### src/rtl/gdd_pkg.sv
`timescale 1ns / 1ps

package gdd_pkg;

    localparam int DAY_W     = 5;
    localparam int MONTH_W   = 4;
    localparam int YEAR_W    = 12;
    localparam int QUOT_W    = 6;
    localparam int MPOS_W    = 4;
    localparam int DAYNUM_W  = 21;
    localparam int RESULT_W  = 22;
    localparam int MAX_YEAR_DEFAULT = 4095;

    localparam logic [MONTH_W-1:0] MONTH_JAN = 4'd1;
    localparam logic [MONTH_W-1:0] MONTH_FEB = 4'd2;
    localparam logic [MONTH_W-1:0] MONTH_DEC = 4'd12;

    // days in month, February as a common year
    function automatic logic [DAY_W-1:0] month_len(input logic [MONTH_W-1:0] m);
        logic [DAY_W-1:0] len;
        begin
            case (m)
                4'd2:    len = 5'd28;
                4'd4:    len = 5'd30;
                4'd6:    len = 5'd30;
                4'd9:    len = 5'd30;
                4'd11:   len = 5'd30;
                default: len = 5'd31;
            endcase
            return len;
        end
    endfunction

    // days before month, year starting in March: (153*mp + 2) / 5
    function automatic logic [8:0] march_offset(input logic [MPOS_W-1:0] mp);
        logic [8:0] off;
        begin
            case (mp)
                4'd0:    off = 9'd0;
                4'd1:    off = 9'd31;
                4'd2:    off = 9'd61;
                4'd3:    off = 9'd92;
                4'd4:    off = 9'd122;
                4'd5:    off = 9'd153;
                4'd6:    off = 9'd184;
                4'd7:    off = 9'd214;
                4'd8:    off = 9'd245;
                4'd9:    off = 9'd275;
                4'd10:   off = 9'd306;
                4'd11:   off = 9'd337;
                default: off = 9'd0;
            endcase
            return off;
        end
    endfunction

    // floor(y / 100) for a 12-bit year: (y/4) * 41 / 1024 is exact below 1024
    function automatic logic [QUOT_W-1:0] div100(input logic [YEAR_W-1:0] y);
        logic [15:0] prod;
        begin
            prod = 16'(y[YEAR_W-1:2]) * 16'd41;
            return prod[15:10];
        end
    endfunction

endpackage

### src/rtl/gregorian_date_difference.sv
`timescale 1ns / 1ps

// Signed day count between two Gregorian dates. One date pair is taken per
// cycle while in_ready is high. Stage one checks ranges and forms the
// quotients by 100, stage two applies the leap rule and builds each date's
// serial day number, stage three subtracts, applies the end-day increment and
// saturates. A stall at the output holds the pipeline; bubbles are squeezed
// out, so the block keeps accepting while any stage is empty. An impossible
// date (day, month or year out of range) sets date_invalid and gives 0.

module gregorian_date_difference
    import gdd_pkg::*;
#(
    parameter int MAX_YEAR = MAX_YEAR_DEFAULT
)
(
    input  logic                       clk,
    input  logic                       rst_n,
    input  logic                       in_valid,
    output logic                       in_ready,
    input  logic [DAY_W-1:0]           start_day,
    input  logic [MONTH_W-1:0]         start_month,
    input  logic [YEAR_W-1:0]          start_year,
    input  logic [DAY_W-1:0]           end_day,
    input  logic [MONTH_W-1:0]         end_month,
    input  logic [YEAR_W-1:0]          end_year,
    input  logic                       include_end_day,
    output logic                       out_valid,
    input  logic                       out_ready,
    output logic signed [RESULT_W-1:0] days_between,
    output logic                       date_invalid
);

    localparam int DIFF_W = DAYNUM_W + 2;
    localparam logic signed [DIFF_W-1:0] OUT_MAX = DIFF_W'((1 <<< (RESULT_W - 1)) - 1);
    localparam logic signed [DIFF_W-1:0] OUT_MIN = -DIFF_W'(1 <<< (RESULT_W - 1));

    logic v1_reg, v2_reg, v3_reg;
    logic en1, en2, en3;
    logic inc1_reg, inc2_reg;

    assign en3      = !v3_reg || out_ready;
    assign en2      = !v2_reg || en3;
    assign en1      = !v1_reg || en2;
    assign in_ready = en1;

    always_ff @(posedge clk or negedge rst_n)
    begin
        if (!rst_n)
        begin
            v1_reg <= 1'b0;
            v2_reg <= 1'b0;
            v3_reg <= 1'b0;
        end
        else
        begin
            if (en1)
                v1_reg <= in_valid;
            if (en2)
                v2_reg <= v1_reg;
            if (en3)
                v3_reg <= v2_reg;
        end
    end

    always_ff @(posedge clk)
    begin
        if (en1)
            inc1_reg <= include_end_day;
        if (en2)
            inc2_reg <= inc1_reg;
    end

    logic [DAYNUM_W-1:0] start_num, end_num;
    logic                start_ok, end_ok;

    gdd_date_pipe #(.MAX_YEAR(MAX_YEAR)) u_start
    (
        .clk     (clk),
        .en1     (en1),
        .en2     (en2),
        .day     (start_day),
        .month   (start_month),
        .year    (start_year),
        .day_num (start_num),
        .date_ok (start_ok)
    );

    gdd_date_pipe #(.MAX_YEAR(MAX_YEAR)) u_end
    (
        .clk     (clk),
        .en1     (en1),
        .en2     (en2),
        .day     (end_day),
        .month   (end_month),
        .year    (end_year),
        .day_num (end_num),
        .date_ok (end_ok)
    );

    // stage 3: difference, end-day increment, saturation
    logic signed [DIFF_W-1:0]   diff;
    logic signed [DIFF_W-1:0]   adj;
    logic signed [RESULT_W-1:0] days_next;
    logic                       invalid_next;
    logic signed [RESULT_W-1:0] days_reg;
    logic                       invalid_reg;

    always_comb
    begin
        diff = signed'(DIFF_W'(end_num)) - signed'(DIFF_W'(start_num));
        if (end_num > start_num)
            adj = diff + DIFF_W'(inc2_reg);
        else if (end_num < start_num)
            adj = diff - DIFF_W'(inc2_reg);
        else
            adj = '0;
        invalid_next = !(start_ok && end_ok);
        if (invalid_next)
            days_next = '0;
        else if (adj > OUT_MAX)
            days_next = OUT_MAX[RESULT_W-1:0];
        else if (adj < OUT_MIN)
            days_next = OUT_MIN[RESULT_W-1:0];
        else
            days_next = adj[RESULT_W-1:0];
    end

    always_ff @(posedge clk)
    begin
        if (en3)
        begin
            days_reg    <= days_next;
            invalid_reg <= invalid_next;
        end
    end

    assign out_valid    = v3_reg;
    assign days_between = days_reg;
    assign date_invalid = invalid_reg;

endmodule

### src/rtl/gdd_date_pipe.sv
`timescale 1ns / 1ps

module gdd_date_pipe
    import gdd_pkg::*;
#(
    parameter int MAX_YEAR = MAX_YEAR_DEFAULT
)
(
    input  logic                clk,
    input  logic                en1,
    input  logic                en2,
    input  logic [DAY_W-1:0]    day,
    input  logic [MONTH_W-1:0]  month,
    input  logic [YEAR_W-1:0]   year,
    output logic [DAYNUM_W-1:0] day_num,
    output logic                date_ok
);

    // stage 1: range checks, March-based year, divisions by 100
    logic [YEAR_W-1:0]   yy_next;
    logic [MPOS_W-1:0]   mp_next;
    logic                pre_ok_next;

    logic [DAY_W-1:0]    day_reg;
    logic [MONTH_W-1:0]  month_reg;
    logic [YEAR_W-1:0]   year_reg;
    logic [YEAR_W-1:0]   yy_reg;
    logic [QUOT_W-1:0]   qy_reg;
    logic [QUOT_W-1:0]   qyy_reg;
    logic [MPOS_W-1:0]   mp_reg;
    logic                pre_ok_reg;

    always_comb
    begin
        yy_next     = (month <= MONTH_FEB) ? year - 12'd1 : year;
        mp_next     = (month > MONTH_FEB) ? month - 4'd3 : month + 4'd9;
        pre_ok_next = (month >= MONTH_JAN) && (month <= MONTH_DEC) && (year != '0)
                      && (32'(year) <= 32'(MAX_YEAR)) && (day != '0);
    end

    always_ff @(posedge clk)
    begin
        if (en1)
        begin
            day_reg    <= day;
            month_reg  <= month;
            year_reg   <= year;
            yy_reg     <= yy_next;
            qy_reg     <= div100(year);
            qyy_reg    <= div100(yy_next);
            mp_reg     <= mp_next;
            pre_ok_reg <= pre_ok_next;
        end
    end

    // stage 2: leap rule, month length, serial day number
    logic [YEAR_W-1:0]   rem100;
    logic                leap;
    logic [DAY_W-1:0]    len;
    logic                ok_next;
    logic [DAYNUM_W-1:0] num_next;

    logic [DAYNUM_W-1:0] num_reg;
    logic                ok_reg;

    always_comb
    begin
        rem100   = year_reg - 12'(qy_reg) * 12'd100;
        leap     = ((year_reg[1:0] == 2'b00) && (rem100 != '0))
                   || ((rem100 == '0) && (qy_reg[1:0] == 2'b00));
        len      = (month_reg == MONTH_FEB && leap) ? 5'd29 : month_len(month_reg);
        ok_next  = pre_ok_reg && (day_reg <= len);
        num_next = DAYNUM_W'(yy_reg) * DAYNUM_W'(365)
                 + DAYNUM_W'(yy_reg[YEAR_W-1:2])
                 - DAYNUM_W'(qyy_reg)
                 + DAYNUM_W'(qyy_reg[QUOT_W-1:2])
                 + DAYNUM_W'(march_offset(mp_reg))
                 + DAYNUM_W'(day_reg);
    end

    always_ff @(posedge clk)
    begin
        if (en2)
        begin
            num_reg <= num_next;
            ok_reg  <= ok_next;
        end
    end

    assign day_num = num_reg;
    assign date_ok = ok_reg;

endmodule

### config.mk
export PLATFORM = sky130hd
export DESIGN_NAME = gregorian_date_difference
export DESIGN_NICKNAME = d
export VERILOG_FILES = /design/src/rtl/gdd_pkg.sv /design/src/rtl/gregorian_date_difference.sv /design/src/rtl/gdd_date_pipe.sv
export SDC_FILE = /design/constraint.sdc
export NUM_CORES = 1
export LEC_CHECK = 0
export ABC_AREA = 1
export ABC_CLOCK_PERIOD_IN_PS = 21900
export BUFFER_PORTS_ARGS = -buffer_cell sky130_fd_sc_hd__buf_2
export CAP_MARGIN = 10
export CORE_AREA = 4 4 241 243
export CTS_CLUSTER_SIZE = 25
export DETAILED_ROUTE_END_ITERATION = 8
export DIE_AREA = 0 0 245 247
export SLEW_MARGIN = 10
export SYNTH_ARGS = -nofsm -noshare
export SYNTH_HDL_FRONTEND = slang
export SYNTH_SLANG_ARGS = --single-unit
### constraint.sdc
create_clock -name clk -period 21.9 [get_ports clk]
set_input_delay 2.19 -clock clk [delete_from_list [all_inputs] [get_ports clk]]
set_output_delay 2.19 -clock clk [all_outputs]
set_load 0.1 [all_outputs]
Word-level counts from Yosys, hierarchy flattened:

Memory sizes are Yosys's and may differ from the RTL's. A register that Yosys moved wholly into a read port is not among the register bits.
Index checks and enable logic that the tools add are counted.

* add/sub/neg operators: 21
* multipliers: 8
* magnitude comparators: 14
* equal/unequal tests: 10
* mux-type cells: 14
* bitwise gates (word level): 1
* reductions and logical operators: 39

Operator list (number)
* $mul A10 B6 Y16 const B: 4
* $reduce_bool A12 Y1: 4
* $mux W23: 2
* $add A21 B10 Y21: 2
* $add A21 B4 Y21: 2
* $add A21 B5 Y21: 2
* $add A21 B9 Y21: 2
* $mul A12 B9 Y21 const B: 2
* $sub A21 B6 Y21: 2
* $logic_not A12 Y1: 2
* $mux W12: 2
* $sub A12 B1 Y12 const B: 2
* $sub A12 B12 Y12: 2
* $add A22 B2 Y23: 1
* $gt A23 B22 Y1 const B: 1
* $lt A23 B22 Y1 const B: 1
* $sub A22 B2 Y23: 1
* $mux W22: 1
* $sub A21 B21 Y22: 1
* $gt A21 B21 Y1: 1
* $lt A21 B21 Y1: 1
* $mux W21: 1
* $mul A6 B5 Y10 const B: 2
* $eq A4 B3 Y1 const B: 4
* other kinds (20): 62

* register bits after elaboration: 172
* bits in read-only memories: 288
* input port bits: 47
* logic and storage cells: 137
* memories kept: 2

Memories
* (name not given): depth 16, width 9, rd ports 1, clocked after Yosys merged registers in 1, wr ports 0, RTL line gdd_pkg.sv:38 `case (mp)`
* (name not given): depth 16, width 9, rd ports 1, clocked after Yosys merged registers in 1, wr ports 0, RTL line gdd_pkg.sv:38

Depth between registers and ports, before layout:

Gate-level depths: netlist (run 1).

* word-level depth: 9
* gate-level depth with buffers: 25
* mapped depth without buffers: 25

By module:

A second synthesis (run 1) with hierarchy kept.

* cell total of the unflattened synthesis: 2731
* area total of the unflattened synthesis: 23658.9 um^2

By module, submodules not included
* gdd_date_pipe (u_end): times used 1, cells an instance 1003, area an instance 9629.2 um^2
* gdd_date_pipe (u_start): times used 1, cells an instance 1000, area an instance 9616.7 um^2
* gregorian_date_difference: times used 1, cells an instance 728, area an instance 4413.0 um^2

Worst setup path before layout (run 1):

Ideal clock, no wire load.

* path type: input port to output port
* start point: in out_ready
* end point: out in_ready
* arrival time: 7.837 ns
* slack: 11.873 ns
* stages: 7
* cell sequence: nor2_1 > inv_1 > nor2_1 > inv_1 > nor2_1 > inv_1 > clkbuf_1

* longest elaborated chain between the ends: 3

Ends and longest elaborated chain
* start: declaration: RTL line gregorian_date_difference.sv:29 `input logic out_ready,`
* $logic_or A1 B1 Y1: RTL line gregorian_date_difference.sv:42 `assign en3 = !v3_reg || out_ready;`
* via en3: RTL line gregorian_date_difference.sv:39 `logic en1, en2, en3;`
* $logic_or A1 B1 Y1: RTL line gregorian_date_difference.sv:43 `assign en2 = !v2_reg || en3;`
* via en2: RTL line gregorian_date_difference.sv:39
* $logic_or A1 B1 Y1: RTL line gregorian_date_difference.sv:44 `assign en1 = !v1_reg || en2;`
* end: declaration: RTL line gregorian_date_difference.sv:20 `output logic in_ready,`

The timed path passes the listed nets, and every way through them passes these cells.

Final worst setup path (run 1):

Ends and elaborated chain as after synthesis.

==> metrics list, run 1 <==
* Proportion of layout cells with a drive suffix above 1: roughly 7.4%
- After synthesis the netlist holds a flip-flop and latch count of 190.
- Counting along the longest clock path gives a buffer depth of 2.
- Initial antenna violation count: 1
- In this run the critical register-to-register path is captured at u_end.day_num[20].
- Setup slack, reg-to-reg: 16.12 ns
- Global router's overall resource usage: 16.4%
- The max-slew violation count came to 0.
* Clock-pin slew reported for the worst setup and hold paths after clock tree synthesis: 0.08 ns
- The worst hold path terminates at inc2_reg.
- The number of different library cells used by synthesis comes to 55.
- Max-capacitance violation count: 0
* Mean number of vias per cell: 4.81
- The flow ran to the end, and the final reports show no timing, DRC or antenna violations.
- Summing all placed instances gives a cell area of around 24000 µm².
- Share of synthesized flip-flops with an asynchronous set or reset: 1.58%
- Net count after synthesis: 3098
- For this run, the number of Yosys warnings is 0.
* Number of levels the H-tree was split into: 4
* CTS tree: built
- Effective utilization at floorplan: 39.8%
- Once the clock tree was built, the resizer swapped 0 gates to a different size.
- Clock tree synthesis inserted a total of 17 buffers.
- CTS placed an instance of sky130_fd_sc_hd__clkbuf_16 at the clock tree root.
- Based on the critical path, the design can be clocked at up to 140 MHz.
- Synthesized netlist cell count: 2440
- Origin of the critical flop-to-flop path: u_end.yy_reg[3]
* Post-placement worst setup slack: 14.69 ns
- Setup-failing EPs final: 0
- Pin placement for this block handled 72 I/O pins.
- Clock latency on the worst-skew pair, taken at its later pin, is between 0.4 and 0.5 ns.
- Max reg flops: 22
- From left edge to right edge, the die measures 245 µm.
* Worst reg2reg path depth: 20
- STA classifies the critical path startpoint as a primary input.
* Start point of the worst hold path: inc1_reg
- Worst Slack Setup Final: 14.77 ns
- Total Nets Final: between 3000 and 4000
* Floorplan die area: ~61000 µm²
- Antenna diode count: 0
- The setup path with the least slack is of type in2out.
* Via count of the first global-routing pass: about 16000
- Leaving out fill and tap cells, the most frequent cell in the layout is sky130_fd_sc_hd__inv_1.
* Detailed-route wire length per cell: 14.3 µm
- For this block, the initial DRC count from the detailed router was 788.
- STA puts the critical path data required time at 19.71 ns.
- Utilization after layout: 43.2%
- Post-CTS Setup Repair Bufs: 0
* Capturing element type of the critical path: output port
* Synth Flop Type: sky130_fd_sc_hd__edfxtp_1
- The final route contains 15800 vias.
- Type of the worst min-delay path: reg2reg
- Worst Skew: around 0.013 ns
* Total of hold buffers inserted after clock tree synthesis: 0
* Detailed-placement wirelength estimate: 40.8 mm
- Global routing finished with a remaining overflow of 0.
* Number of synthesized flops with an enable pin: roughly 170
- Most frequent cells in the layout: 497 x sky130_fd_sc_hd__inv_1, 440 x sky130_fd_sc_hd__ha_1, 402 x sky130_fd_sc_hd__nand2_1, 171 x sky130_fd_sc_hd__fa_1, 169 x sky130_fd_sc_hd__edfxtp_1
- The hold violation total from the final report came to 0.
- At the pin with the least slew margin, the transition time is 0.840 ns.
- The mapped netlist covers 22200 µm².
- The share of the Yosys chip area taken by registers is 24.8%.
* Shortest period the worst path allows: 7.13 ns
- Post-route fraction of the period consumed by the critical path: approximately a third
* Std-Cell Rows: 87
- In this run the worst path has a maximum fanout of 49.
- In the final timing run, aggregate negative setup slack is 0 ns.
- Setup repair after global routing missed its margin: no
- The floorplan step set the die height to 247 µm.
* Remaining routing DRC violations: 0
- Wirelength, routed: 47.2 mm
- The clock net in this run drives a total of 190 sinks.
* CORE AREA: 56000 µm²
* Data arrival time of the worst path: 4.94 ns
- Worst Hold Path Cells: 0
- Entering global routing, the biggest net connects 67 pins.
* Number of I/O port buffers: between 70 and 80
* Post-synthesis average cell area: 9.12 µm²
- Relative slew margins: 43.9%
- Drt pass-1 iters: 5
* Area Growth Syn to Fin: 8.56%
- After routing the design area is between 20000 and 25000 µm².
- Global placer's final weighted congestion: 0.885
- Global-route wire length before repair: 80.2 mm
* Number of nets still failing antenna checks after routing: 0
## worst max-delay path: stages
cell	delay [ns]
sky130_fd_sc_hd__buf_2	0.07
sky130_fd_sc_hd__nor2_1	0.03
sky130_fd_sc_hd__inv_1	0.60
sky130_fd_sc_hd__nor2_1	0.12
sky130_fd_sc_hd__inv_2	0.09
sky130_fd_sc_hd__buf_4	0.46
sky130_fd_sc_hd__nor2_1	0.24
sky130_fd_sc_hd__inv_4	0.48
sky130_fd_sc_hd__buf_2	0.56
## synth_stat cells (all sizes together), types with 2 or more instances
library cell | count | area (µm²)
edfxtp | 169 | 5070
dfxtp | 18 | 360
clkinv | 2 | 7.51
a31o | 2 | 17.5
nor3b | 5 | 37.5
a21oi | 112 | 576
dfrtp | 3 | 75.1
or2 | 5 | 31.3
o22ai | 2 | 12.5
nor3 | 24 | 125
nand3b | 3 | 22.5
buf | 7 | 50.1
o31ai | 4 | 30.0
fa | 171 | 3420
xor2 | 92 | 806
a21o | 5 | 37.5
o21bai | 7 | 52.6
xnor2 | 37 | 324
o21ai | 66 | 330
o211ai | 4 | 30.0
nand4 | 31 | 194
nand3 | 115 | 621
nor4 | 4 | 25.0
a32oi | 2 | 17.5
ha | 440 | 5510
a21boi | 3 | 22.5
and2 | 2 | 12.5
inv | 516 | 1940
a211oi | 7 | 52.6
nor2 | 132 | 588
a31oi | 9 | 56.3
o221ai | 3 | 26.3
o21a | 2 | 15.0
nand2 | 428 | 1690
## worst max-delay path by stage
stage / cells after the start / to / startpoint / slack, ns
finish: 9 / in_ready / out_ready / 14.77
global route: 9 / in_ready / out_ready / 14.44
CTS: 9 / in_ready / out_ready / 14.68
detailed placement: 9 / in_ready / out_ready / 14.69
global placement: 9 / in_ready / out_ready / 14.75
floorplan: 7 / in_ready / out_ready / 11.87
## stage by stage
stage,std cells,hold WS (ns)
final,3293,0.444
after global placement,3261,0.412
after CTS,3293,0.451
after floorplan,2440,0.400
after detailed placement,3261,0.433
after global routing,3293,0.453
## kinds of logic after synthesis
group | synth area share, %
xor gates and xnor gates | 5.08
adders and majority gates | 40.1
buffers and inverters | 8.98
DFF | 24.8
and+or+nand+nor | 15.2
AOI/OAI and AO/OA | 5.86
## final cells by class
| cell class | instances | area [µm²] |
|---|---|---|
| fill | 5520 | 31800 |
| multi-input combinational | 1724 | 14700 |
| sequential | 190 | 5510 |
| inverter | 518 | 1950 |
| tap | 756 | 946 |
| clock buffer | 17 | 425 |
| timing repair buffer | 73 | 370 |
| clock inverter | 15 | 215 |
## routing by layer
| layer | track usage (%) | vias to the layer above | part of all wire (%) |
|---|---|---|---|
| met4 | 4.55 | 2 | 1.8 |
| met5 | 0 | - | 0.023 |
| met3 | 2.21 | 47 | 3.2 |
| li1 | - | 8078 | - |
| met1 | 21.1 | 7510 | 46 |
| met2 | 28.8 | 212 | 49 |
Power of run 1 is not shown: default switching activity piles up to over one toggle a cycle in this logic, so the estimate is an artifact.
==> run 2: changes to the inputs <==
--- a/config.mk
+++ b/config.mk
@@ -5,14 +5,14 @@
 export SDC_FILE = /design/constraint.sdc
 export NUM_CORES = 1
 export LEC_CHECK = 0
-export ABC_AREA = 1
-export ABC_CLOCK_PERIOD_IN_PS = 21900
+export ABC_AREA = 0
+export ABC_CLOCK_PERIOD_IN_PS = 7500
 export BUFFER_PORTS_ARGS = -buffer_cell sky130_fd_sc_hd__buf_2
 export CAP_MARGIN = 10
-export CORE_AREA = 4 4 241 243
+export CORE_AREA = 4 4 237 239
 export CTS_CLUSTER_SIZE = 25
 export DETAILED_ROUTE_END_ITERATION = 8
-export DIE_AREA = 0 0 245 247
+export DIE_AREA = 0 0 241 243
 export SLEW_MARGIN = 10
 export SYNTH_ARGS = -nofsm -noshare
 export SYNTH_HDL_FRONTEND = slang
==> constraint.sdc (replaced) <==
create_clock -name clk -period 7.5 [get_ports clk]
set_input_delay 0.75 -clock clk [delete_from_list [all_inputs] [get_ports clk]]
set_output_delay 0.75 -clock clk [all_outputs]
set_load 0.1 [all_outputs]
==> metrics list, run 2 <==
- The flow ran to the end, and the final reports show no timing, DRC or antenna violations.
- Averaged over all synthesized cells, the footprint is 10.4 µm².
- Post-CTS Setup Repair Bufs: 0
- GR Overflow Total: 0
* Final-report max-slew violation count: 0
* Yosys warning count: 0
- Shortest period the worst path allows: ~6.5 ns
- Routability-driven placement finished with a final weighted congestion of 0.868.
- The register with the most flip-flops in the layout has 22 of them.
- In this run the cell area of the synthesized design comes to 21400 µm².
- After the first detailed-routing iteration, the DRC count stood at roughly 580.
- The library cell used most frequently in the layout, excluding fill and tap cells, is sky130_fd_sc_hd__ha_1.
- Number of levels the H-tree was split into: 4
- The later pin in the worst-skew pair is clocked with a latency of 0.46 ns.
* Relative slew margins: 23.4%
* Remaining routing DRC violations: 0
- I/O pins: between 70 and 80
- Detailed-route wire length per cell: between 15 and 20 µm
- The clock drives 190 sinks.
- Clock-pin slew reported for the worst setup and hold paths after clock tree synthesis: 0.07 ns
- Top area cells in the synthesized netlist: sky130_fd_sc_hd__ha_1 26%, sky130_fd_sc_hd__edfxtp_1 24%, sky130_fd_sc_hd__fa_1 16%
- The floorplan step set the die height to 243 µm.
* Number of synthesized flops with an enable pin: 169
- The detailed router placed 14400 vias in this run.
- The netlist uses between 70 and 80 different library cells.
* Critical Path Start Type: flip-flop
- Worst setup path category: reg2reg
- Using the TritonRoute via totals, the vias-per-cell ratio works out to 5.09.
* Effective utilization at floorplan: 39.7%
- Number of buffers between clock root and the deepest sink: 2
* Highest clock rate: between 150 and 200 MHz
- TritonCTS built the clock tree.
- The initial antenna violation count came to 2.
* Number of buffers created by CTS: 17
* Post-route fraction of the period consumed by the critical path: 86.1%
- Flop and latch count out of synthesis: 190
- Top-area cell type share of the netlist area: 25.8%
- Most frequently used cell type in the post-synthesis netlist: sky130_fd_sc_hd__ha_1
- Fin Setup TNS: 0 ns
* Global router's overall resource usage: 15.6%
* Horizontal extent of the die: 241 µm
- In this run the tool buffered the top-level ports with 71 buffer cells.
* Net count after synthesis: about 2700
- The path class of the tightest hold or removal check is in2async.
- The initialized floorplan defines 85 standard-cell rows.
* Drt pass-1 iters: 5
* Most frequent cells in the layout: 440 x sky130_fd_sc_hd__ha_1, 369 x sky130_fd_sc_hd__inv_1, 171 x sky130_fd_sc_hd__fa_1, 169 x sky130_fd_sc_hd__edfxtp_1, 95 x sky130_fd_sc_hd__a21oi_1
- STA classifies the critical path endpoint as a flip-flop.
* Most common library cells after synthesis: 440 x sky130_fd_sc_hd__ha_1, 369 x sky130_fd_sc_hd__inv_1, 171 x sky130_fd_sc_hd__fa_1, 169 x sky130_fd_sc_hd__edfxtp_1, 95 x sky130_fd_sc_hd__a21oi_1
* Synthesized netlist cell count: 2055
- Setup violations remaining at the end of the flow were counted as 0.
- The total area inside the core boundary comes to 53800 µm².
- Entering global routing, the biggest net connects 68 pins.
- Setup repair after global routing left no endpoint under its margin.
* Floorplan die area: 58600 µm²
- For the pin with the worst max-slew slack, the measured transition is ~1.1 ns.
* Wirelength, routed: 44.0 mm
- Max-capacitance violation count: 0
- Global-route wire length before repair: 74.5 mm
- Area Growth Syn to Fin: 8.22%
- Total of hold buffers inserted after clock tree synthesis: 0
* Required time of the critical path: 7.70 ns
- In this run the remaining antenna-violating nets after routing total 0.
* Synth Flop Type: sky130_fd_sc_hd__edfxtp_1
- Cells with a size suffix above 1 make up approximately 6.5% of the layout.
* Share of the yosys chip area belonging to registers: about a quarter
- Count of final hold-check violations: 0
- In the final design database the tool counted 2781 nets.
- On the final layout, the worst clock skew is 0.0143 ns.
* Cells resized by post-CTS repair: 0
- Top cell type by total area after synthesis: sky130_fd_sc_hd__ha_1
- Data arrives at the worst endpoint at 6.66 ns.
- The via count of the first global-routing pass was 15000.
* Share of synthesized flip-flops with an asynchronous set or reset: approximately 1.6%
- After legalization and detailed placement, the total HPWL measured 36.9 mm.
- Clock root buffer: sky130_fd_sc_hd__clkbuf_16
* Critical path peak fanout: 7
[run 2: changes by cell type after synthesis, sizes merged, moves of 22 or more]
cell    before  now
a21o         5   41
clkbuf       1   23
inv        516  369
nand2      428   82
nand3      115   44
nor2       132   63
xnor2       37   95
xor2        92   39
[run 2: metrics by stage]
step,util [%],area [µm²],hold WS [ns],setup WS [ns],cells
global placement,41.9,22600,0.403,1.23,2799
CTS,43.0,23100,0.0480,1.04,2831
detailed placement,41.9,22600,0.413,1.06,2799
floorplan,-,21400,0.400,0.647,2055
finish,43.0,23100,0.0695,1.05,2833
global route,43.0,23100,0.0503,0.655,2833
[run 2: logic make-up (layout without fill, tap and decap cells)]
group	count (synthesis)	in the layout	share of synthesized area (%)
AO/OA/AOI/OAI	344	344	10.5
XOR/XNOR	134	134	5.52
AND/OR/NAND/NOR	370	370	9.02
adder cells (fa/ha/maj)	611	611	41.8
flip-flops	190	190	25.8
multiplexers	8	8	0.375
other	0	1	0
buffers and inverters	398	479	7.06
[run 2: area by class of cell]
type / count / area [µm²]
Antenna cell: 1 / 2.50
Clock buffer: 20 / 447
Clock inverter: 12 / 131
Sequential cell: 190 / 5510
Fill cell: 5174 / 30700
Timing Repair Buffer: 78 / 405
Multi-Input combinational cell: 1467 / 14400
Tap cell: 696 / 871
Inverter: 369 / 1390
[run 2: metal layers]
layer | wire length, µm | vias up | track usage (%) | share of wire (%)
li1 | - | 7241 | - | -
met1 | 21200 | 6930 | 21.2 | 48
met2 | 20600 | 212 | 26.0 | 47
met3 | 1420 | 38 | 2.21 | 3.2
met4 | 841 | 0 | 4.05 | 1.9
met5 | 0 | - | 0 | 0
[run 2: path summary, 6_finish.rpt]
kind                                   start                   to  slack (ns)  depth (start not counted)
min in group clk                    inc1_reg             inc2_reg        0.42                          0
setup / recovery           u_start.yy_reg[3]  u_start.day_num[19]        1.05                         19
setup reg to reg           u_start.yy_reg[3]  u_start.day_num[19]        1.05                         19
hold reg to reg                     inc1_reg             inc2_reg        0.42                          0
hold / removal                         rst_n               v2_reg        0.07                          1
max in group asynchronous              rst_n               v1_reg        7.33                          1
[run 2: critical path: stages (launching register included)]
cell	delay (ns)
sky130_fd_sc_hd__edfxtp_1	0.55
sky130_fd_sc_hd__fa_1	0.59
sky130_fd_sc_hd__fa_1	0.45
sky130_fd_sc_hd__ha_1	0.32
sky130_fd_sc_hd__fa_1	0.48
sky130_fd_sc_hd__inv_1	0.05
sky130_fd_sc_hd__fa_1	0.52
sky130_fd_sc_hd__inv_1	0.05
sky130_fd_sc_hd__fa_1	0.45
sky130_fd_sc_hd__ha_1	0.35
sky130_fd_sc_hd__a21o_1	0.17
sky130_fd_sc_hd__a21oi_1	0.21
sky130_fd_sc_hd__nor2b_1	0.07
sky130_fd_sc_hd__o21a_1	0.19
sky130_fd_sc_hd__o41ai_1	0.59
sky130_fd_sc_hd__o211a_1	0.31
sky130_fd_sc_hd__a21oi_1	0.10
sky130_fd_sc_hd__a41o_1	0.27
sky130_fd_sc_hd__o41ai_1	0.36
sky130_fd_sc_hd__xnor2_1	0.11
Power of run 2 is left out for the same reason.
